File: src/sv/rrms_pkg.sv
package rrms_pkg;

    // List geometry
    localparam int MAX_MEMBERS = 16;
    localparam int CNT_W       = $clog2(MAX_MEMBERS + 1);
    localparam int IDX_W       = $clog2(MAX_MEMBERS);

    // Request modes
    localparam logic [1:0] MODE_ADD    = 2'd0;
    localparam logic [1:0] MODE_REMOVE = 2'd1;
    localparam logic [1:0] MODE_PICK   = 2'd2;

    // Response status codes
    localparam logic [1:0] ST_OK   = 2'd0;
    localparam logic [1:0] ST_DUP  = 2'd1;
    localparam logic [1:0] ST_NONE = 2'd2;
    localparam logic [1:0] ST_FULL = 2'd3;

    typedef struct packed {
        logic [1:0]  mode;
        logic [15:0] peer_id;
        logic [31:0] member_ref;
    } t_req;

    typedef struct packed {
        logic [1:0]  status;
        logic [15:0] chosen_id;
        logic [31:0] chosen_ref;
    } t_rsp;

    // One list entry
    typedef struct packed {
        logic [15:0] id;
        logic [31:0] ref_val;
    } t_entry;

    // Command broadcast to every cell
    typedef struct packed {
        logic [15:0] id;
        logic [31:0] ref_val;
        logic        add_en;
        logic        rem_en;
    } t_cell_cmd;

    // Per-cell position flags
    typedef struct packed {
        logic valid;
        logic tail;
    } t_cell_ctl;

endpackage

File: src/sv/rrms_cell.sv
module rrms_cell (
    input  logic               i_clk,
    input  rrms_pkg::t_cell_cmd i_cmd,
    input  rrms_pkg::t_cell_ctl i_ctl,
    input  logic               i_shift,
    input  rrms_pkg::t_entry   i_next,
    output logic               o_shift,
    output logic               o_match,
    output rrms_pkg::t_entry   o_entry
);
    import rrms_pkg::*;

    t_entry r_entry;

    // Compare the held id against the request
    assign o_match = i_ctl.valid && (r_entry.id == i_cmd.id);

    // Pass the shift request down the chain from the matching cell on
    assign o_shift = i_shift | o_match;
    assign o_entry = r_entry;

    // Pull the neighbor's entry on remove, take the new member at the tail on add
    always_ff @(posedge i_clk) begin
        if (i_cmd.rem_en && o_shift) begin
            r_entry <= i_next;
        end else if (i_cmd.add_en && i_ctl.tail) begin
            r_entry.id      <= i_cmd.id;
            r_entry.ref_val <= i_cmd.ref_val;
        end
    end

endmodule

File: src/sv/round_robin_member_selector.sv
// A request beat is captured into the request register; its execute cycle then writes the result
// beat into the output register. Only one request is held: a new one is accepted once the held
// one has executed. The cell row compares, shifts and appends in the execute cycle.
// A waiting result stalls the execute cycle until it is taken.
// Reset (synchronous, active low) empties the list and zeroes the turn pointer;
// stored ids and handles are not cleared.
module round_robin_member_selector (
    input  logic           i_clk,
    input  logic           i_rst_n,
    input  logic           i_in_valid,
    output logic           o_in_ready,
    input  rrms_pkg::t_req i_in,
    output logic           o_out_valid,
    input  logic           i_out_ready,
    output rrms_pkg::t_rsp o_out
);
    import rrms_pkg::*;

    logic                   r_busy;
    t_req                   r_req;
    logic [CNT_W-1:0]       r_count;
    logic [IDX_W-1:0]       r_ptr;
    logic                   r_out_valid;
    t_rsp                   r_out;

    logic [CNT_W-1:0]       n_count;
    logic [IDX_W-1:0]       n_ptr;
    t_rsp                   n_out;

    logic                   w_exec;
    logic [MAX_MEMBERS-1:0] w_match;
    logic [MAX_MEMBERS:0]   w_shift;
    t_entry                 w_entry [MAX_MEMBERS];
    t_cell_cmd              w_cmd;
    logic                   w_found;
    logic                   w_full;
    logic                   w_before;
    logic                   w_at;
    logic [CNT_W-1:0]       w_cnt_dec;
    logic [IDX_W-1:0]       w_pick_pos;
    logic [CNT_W-1:0]       w_pick_inc;

    assign o_in_ready  = !r_busy;
    assign o_out_valid = r_out_valid;
    assign o_out       = r_out;

    // Execute once the output register is free
    assign w_exec = r_busy && (!r_out_valid || i_out_ready);

    assign w_found   = |w_match;
    assign w_full    = (r_count == CNT_W'(MAX_MEMBERS));
    assign w_cnt_dec = r_count - 1'b1;

    // Broadcast the command to the row
    always_comb begin
        w_cmd.id      = r_req.peer_id;
        w_cmd.ref_val = r_req.member_ref;
        w_cmd.add_en  = w_exec && (r_req.mode == MODE_ADD) && !w_found && !w_full;
        w_cmd.rem_en  = w_exec && (r_req.mode == MODE_REMOVE) && w_found;
    end

    // Row of cells, entry k in cell k
    assign w_shift[0] = 1'b0;
    for (genvar k = 0; k < MAX_MEMBERS; k++) begin : g_cell
        t_cell_ctl w_ctl;
        t_entry    w_next;

        assign w_ctl.valid = (CNT_W'(k) < r_count);
        assign w_ctl.tail  = (CNT_W'(k) == r_count);

        if (k == MAX_MEMBERS - 1) begin : g_last
            assign w_next = w_entry[k];
        end else begin : g_mid
            assign w_next = w_entry[k+1];
        end

        rrms_cell u_cell (
            .i_clk   (i_clk),
            .i_cmd   (w_cmd),
            .i_ctl   (w_ctl),
            .i_shift (w_shift[k]),
            .i_next  (w_next),
            .o_shift (w_shift[k+1]),
            .o_match (w_match[k]),
            .o_entry (w_entry[k])
        );
    end

    // Locate the removed member relative to the pointer
    assign w_before = (r_ptr != '0) && w_shift[r_ptr];
    assign w_at     = w_match[r_ptr];

    // Pick position and its successor
    assign w_pick_pos = (CNT_W'(r_ptr) < r_count) ? r_ptr : '0;
    assign w_pick_inc = CNT_W'(w_pick_pos) + 1'b1;

    // Next count, pointer and response
    always_comb begin
        n_count = r_count;
        n_ptr   = r_ptr;
        n_out   = '0;
        case (r_req.mode)
            MODE_ADD: begin
                if (w_found) begin
                    n_out.status = ST_DUP;
                end else if (w_full) begin
                    n_out.status = ST_FULL;
                end else begin
                    n_count = r_count + 1'b1;
                end
            end
            MODE_REMOVE: begin
                if (!w_found) begin
                    n_out.status = ST_NONE;
                end else begin
                    n_count = w_cnt_dec;
                    if (w_before) begin
                        n_ptr = r_ptr - 1'b1;
                    end else if (w_at && (CNT_W'(r_ptr) == w_cnt_dec)) begin
                        n_ptr = '0;
                    end
                end
            end
            MODE_PICK: begin
                if (r_count == '0) begin
                    n_out.status = ST_NONE;
                end else begin
                    n_out.chosen_id  = w_entry[w_pick_pos].id;
                    n_out.chosen_ref = w_entry[w_pick_pos].ref_val;
                    n_ptr = (w_pick_inc == r_count) ? '0 : w_pick_inc[IDX_W-1:0];
                end
            end
            default: begin
                n_out.status = ST_OK;
            end
        endcase
    end

    // Hold control state, capture the request beat, drive the result beat
    always_ff @(posedge i_clk) begin
        if (!i_rst_n) begin
            r_busy      <= 1'b0;
            r_count     <= '0;
            r_ptr       <= '0;
            r_out_valid <= 1'b0;
        end else begin
            if (i_in_valid && o_in_ready) begin
                r_busy <= 1'b1;
            end else if (w_exec) begin
                r_busy <= 1'b0;
            end
            if (w_exec) begin
                r_count     <= n_count;
                r_ptr       <= n_ptr;
                r_out_valid <= 1'b1;
            end else if (i_out_ready) begin
                r_out_valid <= 1'b0;
            end
        end
    end

    // Payload registers
    always_ff @(posedge i_clk) begin
        if (i_in_valid && o_in_ready) begin
            r_req <= i_in;
        end
        if (w_exec) begin
            r_out <= n_out;
        end
    end

    // Count stays within the list depth
    a_count_range: assert property (@(posedge i_clk) disable iff (!i_rst_n)
        r_count <= CNT_W'(MAX_MEMBERS))
        else $error("member count exceeds list depth");

    // Pointer stays inside the live list
    a_ptr_range: assert property (@(posedge i_clk) disable iff (!i_rst_n)
        (r_count == '0 && r_ptr == '0) || (CNT_W'(r_ptr) < r_count))
        else $error("turn pointer outside live list");

    // Count changes only in an execute cycle
    a_count_step: assert property (@(posedge i_clk) disable iff (!i_rst_n)
        !w_exec |=> $stable(r_count))
        else $error("member count changed without an execute cycle");

    // A failed request carries no member
    a_fail_zero: assert property (@(posedge i_clk) disable iff (!i_rst_n)
        (o_out_valid && o_out.status != ST_OK)
            |-> (o_out.chosen_id == '0 && o_out.chosen_ref == '0))
        else $error("failed request returned a member");

endmodule
File: config.mk
export PLATFORM = sky130hd
export DESIGN_NAME = round_robin_member_selector
export DESIGN_NICKNAME = d
export VERILOG_FILES = /design/src/sv/rrms_pkg.sv /design/src/sv/rrms_cell.sv /design/src/sv/round_robin_member_selector.sv
export SDC_FILE = /design/constraint.sdc
export NUM_CORES = 2
export LEC_CHECK = 0
export BUFFER_PORTS_ARGS = -buffer_cell sky130_fd_sc_hd__buf_2
export CORE_MARGIN = 2
export CORE_UTILIZATION = 40
export CTS_CLUSTER_DIAMETER = 50
export CTS_CLUSTER_SIZE = 30
export DETAILED_ROUTE_END_ITERATION = 8
export GPL_TIMING_DRIVEN = 0
export PLACE_DENSITY_LB_ADDON = 0.08
export SLEW_MARGIN = 15
export SYNTH_ARGS = -nofsm -noshare
export SYNTH_HDL_FRONTEND = slang
export SYNTH_SLANG_ARGS = --single-unit
File: constraint.sdc
create_clock -name i_clk -period 10.9 [get_ports i_clk]
set_clock_uncertainty 0.1 [all_clocks]
set_input_delay 1.635 -clock i_clk [delete_from_list [all_inputs] [get_ports i_clk]]
set_output_delay 1.635 -clock i_clk [all_outputs]
set_load 0.02 [all_outputs]
==> metrics.md <==
| Metric | Value |
|---|---|
| Worst slack at placement | 3.94 ns |
| Area share of the leading cell type in the synthesized netlist | 55.4% |
| Count of final max-slew check failures | 0 |
| Pin count of the biggest net entering global routing | 33 |
| Wire length of the first global-routing pass | 268000 µm |
| Post-synth EDFFs | 868 |
| Status | finished clean |
| Clock tree from TritonCTS | yes |
| Post-place instance area | 0.0512 mm² |
| Beginning of the worst hold path | r_req[41]$_DFFE_PP_ |
| Count of filler cells inserted in the layout | between 10000 and 15000 |
| Worst-path clk slew | approximately 0.060 ns |
| Post-DR wirelength/cell | 36.4 µm |
| Top area cells in the synthesized netlist | edfxtp_1 55%, mux2_2 16%, mux4_2 4.6% |
| Logic gate share of total power | 5.8% |
| CP required | 11.20 ns |
| Floorplan row count | 125 |
| Type of the worst setup path | reg -> reg |
| Resized cells post-CTS | 0 |
| All-layer global routing usage | 32.3% |
| Effective utilization at floorplan | 40.4% |
| Number of distinct library cell variants in the gate-level netlist after synthesis | 76 |
| Transition at the pin with the smallest max-transition slack | 1.28 ns |
| Cell taking the most area after synthesis | edfxtp_1 |
| Ratio of routed vias to standard cells | 6.16 |
| Area growth from synthesis to final layout | 18.0% |
| RR Startpoint | r_count[1]$_SDFFE_PN0P_ |
| Clk Tree Root Cell | clkbuf_16 |
| Die height | 347 µm |
| Max VDD drop | 0.148 mV |
| Depth of the CTS H-tree | 4 |
| NetSw | 0.00202 W |
| Minimum period implied by the final worst setup slack | 7.32 ns |
| Top-Level Pins | between 100 and 150 |
| Proportion of register bits with asynchronous set or reset after synthesis | 0% |
| Final total negative setup slack | 0 ns |
| Number of maximum-capacitance constraint violations | 0 |
| # hold bufs at CTS | 0 |
| Normalized max-slew margin | 14.7% |
| Final number of hold-violating endpoints | 0 |
| Startpoint kind of the worst setup timing path | flop |
| Total Routed Length | 196000 µm |
| Number of buffers on the longest clock path | 3 |
| Fraction of layout cells with a size suffix above 1 | approximately 34% |
| Total power density per cell area | around 150 mW/mm² |
| Setup repair after global routing missed its margin | no |
| Crit path arrival time | approximately 7.6 ns |
| Cell area after technology mapping | about 0.047 mm² |
| Least setup slack across all paths after layout | 3.58 ns |
| Ratio of final minimum period to clock period | 67.1% |
| Drt drc | 0 |
| Number of nets in the final layout | 3836 |
| Clk Latency, worst-skew pair | around 0.75 ns |
| Crit Path Max Fanout | 10 |
| Total core area | between 0.1 and 0.15 mm² |
| Synthesized net count | between 3000 and 4000 |
| Antenna violations before repair | 10 |
| Vias in the first global route | 32600 |
| Number of clock buffers inserted by TritonCTS | 130 |
| CP Launch Point | r_count[1]$_SDFFE_PN0P_ |
| Vias after detailed routing | 33300 |
| Gpl congestion | 1.02 |
| Syn. warnings | 0 |
| Setup violation total in the final timing report | 0 |
| Iteration-0 DRC Markers | ~4000 |
| Post-route design area | 0.0555 mm² |
| Power Internal | 0.00648 W |
| Number of setup buffers added after CTS | 0 |
| Gr ovfl total | 0 |
| DP Wirelength | 144000 µm |
| Maximum frequency from static timing analysis | 137 MHz |
| Horizontal die dimension | 347 µm |
| First-pass DRT Iterations | 7 |
| Switching Share | 23.8% |
| Average size of a mapped cell | 13.6 µm² |
| P_leak | 18.3 nW |
| Classification of the worst-slack hold path | reg -> reg |
| Flop and latch count out of synthesis | 879 |
| Area enclosed by the die boundary | 0.120 mm² |
| Synthesized instance count | 3450 |
| Port Buffer Count | 105 |
| Sequential-to-total area share from yosys stat | 55.9% |
| Relative contribution of sequential cells to total power | approximately 45% |
| Number of clock sinks seen by CTS | 879 |
| Portion of total power attributed to the clock network | 49.8% |
| Dominant register cell in the synthesized netlist | edfxtp_1 |
| Endpoint class of the critical path | flop |
| Count of antenna-violating nets left after detailed routing | 0 |
-- layout make-up --
cell class	instances	area (µm²)	share of cell area (%)
clock buffers	153	3440	6.21
clock inverters	84	850	1.53
diodes	4	10.0	0.0180
inverters	21	81.3	0.147
repair buffers	188	2040	3.67
flip-flops and latches	879	26300	47.4
well taps	1524	1910	3.44
plain buffers	301	1360	2.44
multi-input cells	2249	19500	35.2
-- cells in the mapped netlist (all sizes together) (38+ instances only) --
library cell,number
a311oi,97
nor2,48
and3,53
xor2,114
mux4,96
edfxtp,868
nand4,48
mux2i,48
a211oi,55
nor4,38
nand2,442
nand3,127
xnor2,151
clkbuf,174
buf,127
mux2,720
-- flip-flops by register name, summed over array words and instances, names as in the netlist --
name,cells
g_cell.u_cell.o_entry,768
o_out,50
o_out_valid,1
r_busy,1
r_count,5
r_ptr,4
r_req,50
-- metrics by stage --
stage	total power (W)	hold slack (ns)	util, %	cells
after floorplan	0.00415	0.321	-	3450
after global placement	0.00433	0.332	42.5	5079
after detailed placement	0.00434	0.341	44.0	5162
after CTS	0.00855	0.350	47.7	5399
after global routing	0.00872	0.353	47.7	5399
final	0.00851	0.344	47.7	5403
-- final timing paths --
check	to	slack, ns	cells past startpoint
setup / recovery	o_out[0]$_SDFFCE_PP0P_	3.58	16
setup reg to reg	o_out[0]$_SDFFCE_PP0P_	3.58	16
hold reg to reg	g_cell[15].u_cell.o_entry[41]$_DFFE_PP_	0.34	0
hold / removal	g_cell[15].u_cell.o_entry[41]$_DFFE_PP_	0.34	0
-- worst max-delay path: stages (launching register included) --
cell and delay (ns):
dfxtp_1 0.35, clkbuf_1 0.43, inv_1 0.28, ha_1 0.34, nor2b_1 0.13, o21a_1 0.16, o21a_1 0.16, o21bai_1 0.51
and2_1 0.22, clkbuf_1 0.28, clkbuf_1 0.90, clkbuf_1 0.79, clkbuf_1 0.95, nand2_1 0.14, nand3_1 0.13, a311oi_1 0.13
a211oi_1 0.92
-- cells in the final DEF (no fill, tap or decap), drive strengths merged, types with 6 or more instances in the layout --
cell,n
nor3,18
or4,10
a31oi,10
nand2b,9
ha,12
clkinv,48
clkbuf,329
xor2,114
and2,6
nor4,38
bufinv,10
nand3,127
a211oi,55
inv,39
nand4,48
and3,53
mux4,96
a311oi,97
a21oi,23
o21ai,23
xnor2,151
nor2,48
dfxtp,11
edfxtp,868
or3,9
nor4b,9
mux2,720
o21bai,10
nand2,442
o211ai,6
mux2i,48
or3b,7
buf,313
clkinvlp,8
-- metal layers --
layer / global-route usage [%] / up-vias / part of all wire (%)
li1: - / 13900 / -
met1: 43.0 / 17100 / 41
met2: 50.9 / 1810 / 46
met3: 5.30 / 438 / 7.6
met4: 16.5 / 4 / 5.5
met5: 0 / - / 0.017
-- kinds of logic after synthesis --
kind of cell | share of synthesized area (%)
buf+inv | 3.02
mux | 22.9
simple gates | 8.68
fa+ha+maj | 0.319
flops | 55.9
xor+xnor | 4.94
compound gates | 4.19
-- power groups by stage --
stage	combinational [W]	sequential (W)	clock (W)
CTS	0.000488	0.00378	0.00428
global route	0.000520	0.00378	0.00441
finish	0.000491	0.00378	0.00423
global placement	0.000469	0.00386	0
floorplan	0.000293	0.00385	0
detailed placement	0.000484	0.00385	0
Power figures use the tool's default switching activity.
